===== config.mk =====
export PLATFORM = sky130hd
export DESIGN_NAME = pwm_duty_and_frequency_meter_unit
export DESIGN_NICKNAME = d
export VERILOG_FILES = /design/src/rtl/core/pdfm_pkg.sv /design/src/rtl/core/pdfm_front.sv /design/src/rtl/core/pdfm_queue.sv /design/src/rtl/core/pdfm_back.sv /design/src/rtl/core/pwm_duty_and_frequency_meter_unit.sv
export SDC_FILE = /design/constraint.sdc
export NUM_CORES = 1
export LEC_CHECK = 0
export BUFFER_PORTS_ARGS = -buffer_cell sky130_fd_sc_hd__buf_2
export CORE_UTILIZATION = 60
export CTS_BUF_LIST = sky130_fd_sc_hd__clkbuf_4 sky130_fd_sc_hd__clkbuf_8
export CTS_CLUSTER_DIAMETER = 150
export DETAILED_ROUTE_END_ITERATION = 7
export GPL_TIMING_DRIVEN = 1
export PLACE_DENSITY = 0.83
export SLEW_MARGIN = 10
export SYNTH_ARGS = -nofsm -noshare
export SYNTH_HDL_FRONTEND = slang
export SYNTH_SLANG_ARGS = --single-unit

===== constraint.sdc =====
create_clock -name clock -period 8.2 [get_ports clock]
set_input_delay 1.23 -clock clock [delete_from_list [all_inputs] [get_ports clock]]
set_output_delay 1.23 -clock clock [all_outputs]
set_load 0.02 [all_outputs]

===== src/rtl/core/pdfm_pkg.sv =====
// pdfm_pkg: shared types and constants for the PWM duty and frequency meter.
// No dependencies; used by pdfm_front, pdfm_queue, pdfm_back and the top level.
package pdfm_pkg;

   localparam int QUEUE_DEPTH     = 4;
   localparam int QUEUE_ADDR_BITS = 2;

   localparam int              CLOCK_BITS  = 24;
   localparam logic [23:0]     CLOCK_RESET = 24'd1000000;

   localparam int              OUT_BITS    = 16;
   localparam int              DUTY_BITS   = 7;
   localparam logic [6:0]      DUTY_FULL   = 7'd100;
   localparam logic [15:0]     OUT_SAT     = 16'hFFFF;

   localparam int              DUTY_STEPS  = 7;
   localparam int              FREQ_STEPS  = 16;
   localparam int              STEP_BITS   = 4;

   typedef enum logic [2:0] {
      PH_RISE1 = 3'b001,
      PH_FALL  = 3'b010,
      PH_RISE2 = 3'b100
   } phase_type;

   typedef enum logic [3:0] {
      BK_IDLE = 4'b0001,
      BK_DUTY = 4'b0010,
      BK_FREQ = 4'b0100,
      BK_DONE = 4'b1000
   } back_state_type;

   typedef struct packed {
      logic full;
      logic empty;
   } queue_status_type;

endpackage


===== src/rtl/core/pdfm_front.sv =====
// pdfm_front: tick counter, edge detector and capture sequencer.
// Pushes raw period and high time words to the queue; uses pdfm_pkg.
module pdfm_front #(
   parameter int COUNT_BITS = 16
) (
   input  logic                  clock,
   input  logic                  reset,
   input  logic                  accept,
   input  logic                  pin_level,
   output logic                  q_push,
   output logic [COUNT_BITS-1:0] q_period,
   output logic [COUNT_BITS-1:0] q_high
);
   import pdfm_pkg::*;

   logic [COUNT_BITS-1:0] tick_ff, tick_in;
   logic [COUNT_BITS-1:0] rise_ff, rise_in;
   logic [COUNT_BITS-1:0] fall_ff, fall_in;
   logic                  prev_ff, prev_in;
   phase_type             phase_ff, phase_in;
   logic                  rise, fall, done;

   assign rise = pin_level & ~prev_ff;
   assign fall = ~pin_level & prev_ff;

   always_comb begin
      tick_in  = tick_ff;
      rise_in  = rise_ff;
      fall_in  = fall_ff;
      prev_in  = prev_ff;
      phase_in = phase_ff;
      done     = 1'b0;
      if (accept) begin
         tick_in = tick_ff + COUNT_BITS'(1);
         prev_in = pin_level;
         unique case (phase_ff)
            PH_FALL: begin
               if (fall) begin
                  fall_in  = tick_ff;
                  phase_in = PH_RISE2;
               end
            end
            PH_RISE2: begin
               if (rise) begin
                  done     = 1'b1;
                  phase_in = PH_RISE1;
               end
            end
            default: begin
               if (rise) begin
                  rise_in  = tick_ff;
                  phase_in = PH_FALL;
               end else begin
                  phase_in = PH_RISE1;
               end
            end
         endcase
      end
   end

   assign q_push   = done;
   assign q_period = tick_ff - rise_ff;
   assign q_high   = fall_ff - rise_ff;

   always_ff @(posedge clock) begin
      if (reset) begin
         tick_ff  <= '0;
         rise_ff  <= '0;
         fall_ff  <= '0;
         prev_ff  <= 1'b0;
         phase_ff <= PH_RISE1;
      end else begin
         tick_ff  <= tick_in;
         rise_ff  <= rise_in;
         fall_ff  <= fall_in;
         prev_ff  <= prev_in;
         phase_ff <= phase_in;
      end
   end

endmodule


===== src/rtl/core/pdfm_queue.sv =====
// pdfm_queue: short register queue between capture front and divider back.
// Uses pdfm_pkg for depth and status struct.
module pdfm_queue #(
   parameter int WIDTH = 32
) (
   input  logic                        clock,
   input  logic                        reset,
   input  logic                        push,
   input  logic [WIDTH-1:0]            push_data,
   input  logic                        pop_req,
   output logic [WIDTH-1:0]            pop_data,
   output pdfm_pkg::queue_status_type  status
);
   import pdfm_pkg::*;

   logic [WIDTH-1:0]             mem_ff [QUEUE_DEPTH];
   logic [QUEUE_ADDR_BITS-1:0]   wr_ff, wr_in;
   logic [QUEUE_ADDR_BITS-1:0]   rd_ff, rd_in;
   logic [QUEUE_ADDR_BITS:0]     cnt_ff, cnt_in;
   logic                         do_push, do_pop;

   assign status.full  = (cnt_ff == (QUEUE_ADDR_BITS+1)'(QUEUE_DEPTH));
   assign status.empty = (cnt_ff == '0);
   assign do_push      = push & ~status.full;
   assign do_pop       = pop_req & ~status.empty;
   assign pop_data     = mem_ff[rd_ff];

   always_comb begin
      wr_in  = do_push ? wr_ff + QUEUE_ADDR_BITS'(1) : wr_ff;
      rd_in  = do_pop  ? rd_ff + QUEUE_ADDR_BITS'(1) : rd_ff;
      cnt_in = cnt_ff + (QUEUE_ADDR_BITS+1)'(do_push) - (QUEUE_ADDR_BITS+1)'(do_pop);
   end

   always_ff @(posedge clock) begin
      if (do_push) begin
         mem_ff[wr_ff] <= push_data;
      end
   end

   always_ff @(posedge clock) begin
      if (reset) begin
         wr_ff  <= '0;
         rd_ff  <= '0;
         cnt_ff <= '0;
      end else begin
         wr_ff  <= wr_in;
         rd_ff  <= rd_in;
         cnt_ff <= cnt_in;
      end
   end

endmodule


===== src/rtl/core/pdfm_back.sv =====
// pdfm_back: shift-subtract divider for duty and frequency, clock register
// and result output register. Uses pdfm_pkg.
module pdfm_back #(
   parameter int COUNT_BITS = 16
) (
   input  logic                        clock,
   input  logic                        reset,
   input  logic                        csr_write_enable,
   input  logic [23:0]                 csr_write_data,
   input  pdfm_pkg::queue_status_type  q_status,
   input  logic [2*COUNT_BITS-1:0]     q_data,
   output logic                        q_pop,
   output logic                        empty,
   input  logic                        pop,
   output logic [15:0]                 rsp_period_ticks,
   output logic [15:0]                 rsp_high_ticks,
   output logic [6:0]                  rsp_duty_percent,
   output logic [15:0]                 rsp_frequency_hz,
   output logic                        rsp_period_zero
);
   import pdfm_pkg::*;

   localparam int W = COUNT_BITS + 16;

   logic [CLOCK_BITS-1:0] clk_hz_ff;
   back_state_type        state_ff, state_in;
   logic [COUNT_BITS-1:0] per_ff, per_in, high_ff, high_in;
   logic [W-1:0]          rem_ff, rem_in, sdiv_ff, sdiv_in;
   logic [15:0]           quo_ff, quo_in, quo_next;
   logic [STEP_BITS-1:0]  step_ff, step_in;
   logic                  dsat_ff, dsat_in, fsat_ff, fsat_in;
   logic [6:0]            duty_ff, duty_in;
   logic [15:0]           freq_ff, freq_in;
   logic                  ge, load_out, zero;
   logic [COUNT_BITS-1:0] in_per, in_high;

   logic                  o_valid_ff, o_valid_in;
   logic [15:0]           o_period_ff, o_high_ff, o_freq_ff;
   logic [6:0]            o_duty_ff;
   logic                  o_zero_ff;

   assign in_per   = q_data[2*COUNT_BITS-1:COUNT_BITS];
   assign in_high  = q_data[COUNT_BITS-1:0];
   assign ge       = (rem_ff >= sdiv_ff);
   assign quo_next = {quo_ff[14:0], ge};
   assign zero     = (per_ff == '0);

   always_comb begin
      state_in = state_ff;
      per_in   = per_ff;
      high_in  = high_ff;
      rem_in   = rem_ff;
      sdiv_in  = sdiv_ff;
      quo_in   = quo_ff;
      step_in  = step_ff;
      dsat_in  = dsat_ff;
      fsat_in  = fsat_ff;
      duty_in  = duty_ff;
      freq_in  = freq_ff;
      q_pop    = 1'b0;
      load_out = 1'b0;
      unique case (state_ff)
         BK_IDLE: begin
            if (!q_status.empty) begin
               q_pop    = 1'b1;
               per_in   = in_per;
               high_in  = in_high;
               rem_in   = W'(in_high) * W'(DUTY_FULL);
               sdiv_in  = W'(in_per) << (DUTY_STEPS - 1);
               dsat_in  = (in_high >= in_per);
               quo_in   = '0;
               step_in  = STEP_BITS'(DUTY_STEPS - 1);
               state_in = BK_DUTY;
            end
         end
         BK_DUTY: begin
            rem_in  = ge ? rem_ff - sdiv_ff : rem_ff;
            sdiv_in = sdiv_ff >> 1;
            quo_in  = quo_next;
            step_in = step_ff - STEP_BITS'(1);
            if (step_ff == '0) begin
               duty_in  = dsat_ff ? DUTY_FULL : quo_next[6:0];
               rem_in   = W'(clk_hz_ff);
               sdiv_in  = W'(per_ff) << (FREQ_STEPS - 1);
               fsat_in  = (W'(clk_hz_ff) >= (W'(per_ff) << FREQ_STEPS));
               quo_in   = '0;
               step_in  = STEP_BITS'(FREQ_STEPS - 1);
               state_in = BK_FREQ;
            end
         end
         BK_FREQ: begin
            rem_in  = ge ? rem_ff - sdiv_ff : rem_ff;
            sdiv_in = sdiv_ff >> 1;
            quo_in  = quo_next;
            step_in = step_ff - STEP_BITS'(1);
            if (step_ff == '0) begin
               freq_in  = fsat_ff ? OUT_SAT : quo_next;
               state_in = BK_DONE;
            end
         end
         BK_DONE: begin
            if (!o_valid_ff || pop) begin
               load_out = 1'b1;
               state_in = BK_IDLE;
            end
         end
         default: state_in = BK_IDLE;
      endcase
   end

   always_comb begin
      o_valid_in = o_valid_ff;
      if (pop && o_valid_ff) begin
         o_valid_in = 1'b0;
      end
      if (load_out) begin
         o_valid_in = 1'b1;
      end
   end

   always_ff @(posedge clock) begin
      per_ff  <= per_in;
      high_ff <= high_in;
      rem_ff  <= rem_in;
      sdiv_ff <= sdiv_in;
      quo_ff  <= quo_in;
      step_ff <= step_in;
      dsat_ff <= dsat_in;
      fsat_ff <= fsat_in;
      duty_ff <= duty_in;
      freq_ff <= freq_in;
      if (load_out) begin
         o_period_ff <= (W'(per_ff) > W'(OUT_SAT)) ? OUT_SAT : 16'(per_ff);
         o_high_ff   <= (W'(high_ff) > W'(OUT_SAT)) ? OUT_SAT : 16'(high_ff);
         o_duty_ff   <= zero ? '0 : duty_ff;
         o_freq_ff   <= zero ? '0 : freq_ff;
         o_zero_ff   <= zero;
      end
   end

   always_ff @(posedge clock) begin
      if (reset) begin
         state_ff   <= BK_IDLE;
         o_valid_ff <= 1'b0;
         clk_hz_ff  <= CLOCK_RESET;
      end else begin
         state_ff   <= state_in;
         o_valid_ff <= o_valid_in;
         if (csr_write_enable) begin
            clk_hz_ff <= csr_write_data;
         end
      end
   end

   assign empty            = ~o_valid_ff;
   assign rsp_period_ticks = o_period_ff;
   assign rsp_high_ticks   = o_high_ff;
   assign rsp_duty_percent = o_duty_ff;
   assign rsp_frequency_hz = o_freq_ff;
   assign rsp_period_zero  = o_zero_ff;

endmodule


===== src/rtl/core/pwm_duty_and_frequency_meter_unit.sv =====
// PWM duty and frequency meter, top level: front, queue and divider back.
// Depends on pdfm_pkg, pdfm_front, pdfm_queue and pdfm_back.
//
// One timer tick with the sampled pin level is taken every clock cycle in which
// push is high and full is low. Each rise-fall-rise sequence yields one word:
// period, high time, duty (0..100) and timer_clock_hz/period saturated to
// 65535. Each measured period then passes through the shared shift-subtract
// divider (a load, 7 duty steps, 16 frequency steps and an output step that
// waits while the output register holds an unpopped word). A four-word queue
// sits between them, so full rises when short periods outpace the divider,
// or when result words are not popped and the queue backs up behind the
// output register. csr_write_data sets timer_clock_hz.
module pwm_duty_and_frequency_meter_unit #(
   parameter int COUNT_BITS = 16
) (
   input  logic        clock,
   input  logic        reset,
   input  logic        push,
   output logic        full,
   input  logic        req_pin_level,
   output logic        empty,
   input  logic        pop,
   output logic [15:0] rsp_period_ticks,
   output logic [15:0] rsp_high_ticks,
   output logic [6:0]  rsp_duty_percent,
   output logic [15:0] rsp_frequency_hz,
   output logic        rsp_period_zero,
   input  logic        csr_write_enable,
   input  logic [23:0] csr_write_data
);
   import pdfm_pkg::*;

   queue_status_type        q_status;
   logic                    q_push, q_pop;
   logic [COUNT_BITS-1:0]   q_period, q_high;
   logic [2*COUNT_BITS-1:0] q_data;

   assign full = q_status.full;

   pdfm_front #(.COUNT_BITS(COUNT_BITS)) u_front (
      .clock     (clock),
      .reset     (reset),
      .accept    (push & ~q_status.full),
      .pin_level (req_pin_level),
      .q_push    (q_push),
      .q_period  (q_period),
      .q_high    (q_high)
   );

   pdfm_queue #(.WIDTH(2*COUNT_BITS)) u_queue (
      .clock     (clock),
      .reset     (reset),
      .push      (q_push),
      .push_data ({q_period, q_high}),
      .pop_req   (q_pop),
      .pop_data  (q_data),
      .status    (q_status)
   );

   pdfm_back #(.COUNT_BITS(COUNT_BITS)) u_back (
      .clock            (clock),
      .reset            (reset),
      .csr_write_enable (csr_write_enable),
      .csr_write_data   (csr_write_data),
      .q_status         (q_status),
      .q_data           (q_data),
      .q_pop            (q_pop),
      .empty            (empty),
      .pop              (pop),
      .rsp_period_ticks (rsp_period_ticks),
      .rsp_high_ticks   (rsp_high_ticks),
      .rsp_duty_percent (rsp_duty_percent),
      .rsp_frequency_hz (rsp_frequency_hz),
      .rsp_period_zero  (rsp_period_zero)
   );

endmodule


==> impl_metrics.py <==
metrics = {
    "route": {
        "route.vias.total": 13500,
        "drt_iter0_drc": 853,
        "post_drt_wl_per_cell_um": 18.37,
        "drc_errors": 0,
        "route.final.wire_length_um": 42770,
        "drtPass1Iterations": 7,
        "vias_per_cell": 5.798,
        "ant_nets": 0,
    },
    "logic_synthesis": {
        "ys_top_cells_by_count": "edfxtp_1 (323), nor2_1 (156), inv_1 (149)",
        "synth_xor_area_share_pct": 3.301,
        "synthArstFlopShare_pct": 0,
        "synth-compound-area-share_pct": 9.808,
        "synth_edf_count": 323,
        "synthMuxAreaShare_pct": 6.857,
        "syn_inst": 1714,
        "synth_fa_ha_area_share_pct": 10.28,
        "ys_top_cells_by_area": "edfxtp_1 (47%), ha_1 (8.8%), dfxtp_1 (8.7%), mux4_2 (3.5%), mux2i_1 (2.9%)",
        "synth_top_family_by_area": "simple AND/OR/NAND/NOR gates",
        "yosysMostFrequentCell": "edfxtp_1",
        "synth_seq_area_share_pct": 55.58,
        "synthSimpleGateAreaFrac_pct": 10.28,
        "avgSynthCellArea_um2": 12.07,
        "synth-seq-cells": 413,
        "synth.top_cell.area_share_pct": 46.87,
        "netlist_area_mm2": 0.02069,
        "synth_area_leader_cell": "edfxtp_1",
        "yosysWarnings": 0,
        "ys_types": 67,
        "syn_nets": 1905,
        "synth_ff_type": "edfxtp_1",
    },
    "sta": {
        "fmax_ghz": 0.1948,
        "grt_setup_unrepaired": "false",
        "setup_viol": 0,
        "final.setup.tns_ns": 0,
        "finClkSkew_ns": 0.03199,
        "post-route-min-period_ns": 5.134,
        "worstMarginPinSlew_ns": 1.084,
        "timing.slew.headroom_pct": 27.47,
        "slew_viol_final": 0,
        "setup_slack_ns": 3.066,
        "period_share_pct": 62.61,
        "hold_viol": 0,
    },
    "clock_tree": {
        "cts.sinks": 413,
        "numCtsBuffers": 68,
        "insertion_delay_ns": 0.59,
        "cts-hold-fix-buffers": 0,
        "cts_buffer_depth": 3,
        "ctsResizeCount": 0,
        "clk_pin_slew_ns": 0.06,
        "cts_setup_buffers": 0,
        "htree_levels": 3,
        "cts_tree": "yes",
        "cts-root-buf": "clkbuf_8",
    },
    "grt": {
        "antenna_found_initial": 0,
        "grt_max_degree": 83,
        "met2_usage_pct": 42.42,
        "grt-ovfl-total": 0,
        "grtUsageTotal_pct": 24.70,
        "grt_pass1_wl_um": 68610,
        "grt.met1_usage_pct": 30.93,
        "gr-max-usage-layer": "met2",
        "grt_pass1_vias": 13600,
        "grt_use_met3_pct": 3.930,
    },
    "power": {
        "switchingPower_mw": 3.775,
        "powerDensity_mw_per_mm2": 422.1,
        "p_int_mw": 5.921,
        "ir_worst_vdd_mv": 0.2969,
        "p_comb_share_pct": 48.9,
        "clock_power_share_pct": 18.5,
        "leakage_nw": 9.295,
        "switching_share_pct": 38.93,
        "p_seq_share_pct": 32.6,
    },
    "critical_path": {
        "required_ns": 8.52,
        "r2r-end": "u_back.rem_ff[20]$_DFFE_PP_",
        "crit_fanout": 19,
        "path_class": "flop to flop",
        "worstPathArrival_ns": 5.45,
        "reg2reg_depth": 15,
        "worst_setup_path_end_kind": "flop",
        "critPathLaunchType": "flop",
        "ff2ff_setup_slack_ns": 3.07,
    },
    "placement": {
        "dpl_worst_slack_ns": 3.101,
        "place.gp.congestion": 0.8877,
        "dpl.hpwl_um": 30310,
        "io_buffers": 87,
    },
    "run": {
        "drv_cap": 0,
    },
    "floorplan": {
        "initial_core_util_pct": 61.40,
        "chipWidth_um": 187.7,
        "rows": 67,
        "coreArea_mm2": 0.03370,
        "die_area_mm2": 0.03523,
        "ios": 88,
        "die_h_um": 187.7,
    },
    "outcome": {
        "status": "complete, no violations",
    },
    "hold_path": {
        "whs_endpoint": "u_back.rsp_high_ticks[12]$_DFFE_PP_",
        "min_path_type": "flop to flop",
        "whs_path_depth": 0,
        "min_from": "u_back.high_ff[12]$_DFFE_PP_",
    },
    "finish": {
        "finalCoreUtilization_pct": 68.16,
        "multi_input_area_mm2": 0.008417,
        "drive_gt1_share_pct": 15.16,
        "nNetsFinal": 2020,
        "seq_area_mm2": 0.01150,
        "fill_cells": 2429,
        "antennaDiodeCount": 0,
        "area_delta_synth_final_pct": 11.00,
    },
}
-- cells by family after synthesis --
group,Yosys count
XOR/XNOR,78
flip-flops,413
multiplexers,100
AO/OA/AOI/OAI,309
AND/OR/NAND/NOR,445
buffers and inverters,208
adder cells (fa/ha/maj),161
-- worst max path at each step --
stage	end	cells past startpoint	startpoint	slack, ns
finish	u_back.rem_ff[20]$_DFFE_PP_	15	flop	3.07
global route	u_back.rem_ff[20]$_DFFE_PP_	15	flop	2.80
CTS	u_back.rem_ff[20]$_DFFE_PP_	15	flop	3.07
detailed placement	u_back.rem_ff[20]$_DFFE_PP_	15	flop	3.10
global placement	u_back.rem_ff[20]$_DFFE_PP_	15	flop	3.10
floorplan	u_back.quo_ff[0]$_DFFE_PP_	3	u_back.state_ff[1]$_SDFFE_PP0P_	1.21
-- cells in the final DEF, fill, tap and decap left out, types with 17 or more instances in the layout --
cell type,instances
xnor2_1,50
a21o_1,30
ha_1,146
nor2_1,155
dfxtp_1,89
nor3_1,27
buf_4,17
a21oi_1,100
o21a_1,18
xor2_1,28
clkinv_1,18
buf_2,87
inv_1,149
mux4_2,32
or2_2,21
o21ai_0,54
mux2i_1,60
and2_1,44
nand2_1,86
edfxtp_1,323
nand3_1,28
nor2b_1,17
clkbuf_8,75
-- power groups by stage --
stage	Sequential (mW)	Combinational [mW]	Clock, mW
detailed placement	3.20	4.66	0
finish	3.16	4.74	1.79
floorplan	3.14	3.70	0
global placement	3.18	4.51	0
CTS	3.16	4.70	1.83
global route	3.19	5.27	1.92
-- flip-flops by register name (all words and copies together), names as in the netlist, 24 cells and up, named ones only --
name,count
u_back.rem_ff,32
u_back.sdiv_ff,31
u_queue.mem_ff,128
u_back.clk_hz_ff,24
-- final cells by class --
class                   instances  area share, %
clock buffers                  90          4.984
clock inverters                31         0.9696
inverters                     149          2.435
multi-input cells            1093          36.64
flip-flops and latches        413          50.08
well taps                     448          2.440
repair buffers                104          2.451
-- layer usage --
layer | share of wire (%) | vias up
met1 | 42 | 6536
met3 | 5.0 | 84
li1 | - | 6469
met2 | 50 | 409
met4 | 3.4 | 0
met5 | 0 | -
-- critical path, stage by stage, from the launching register on --
cell and delay (ns):
dfxtp_2 0.63, buf_4 0.45, mux4_2 0.63, ha_1 0.33, ha_1 0.32, fa_1 0.46, ha_1 0.35, a21oi_1 0.21
nor2_1 0.07, nor2_1 0.18, a21oi_1 0.15, a221oi_1 0.37, a21oi_1 0.18, xor2_1 0.17, a221oi_1 0.23, o21ai_0 0.13
-- stage by stage --
step / instances / total power, mW / hold slack, ns / cell area [µm²]
floorplan: 1714 / 6.842 / 0.4003 / 20690
global placement: 2207 / 7.699 / 0.4141 / 21600
detailed placement: 2207 / 7.856 / 0.4054 / 21600
CTS: 2328 / 9.698 / 0.4260 / 22970
global route: 2328 / 10.38 / 0.4297 / 22970
finish: 2328 / 9.696 / 0.4239 / 22970
Power figures use the tool's default switching activity.
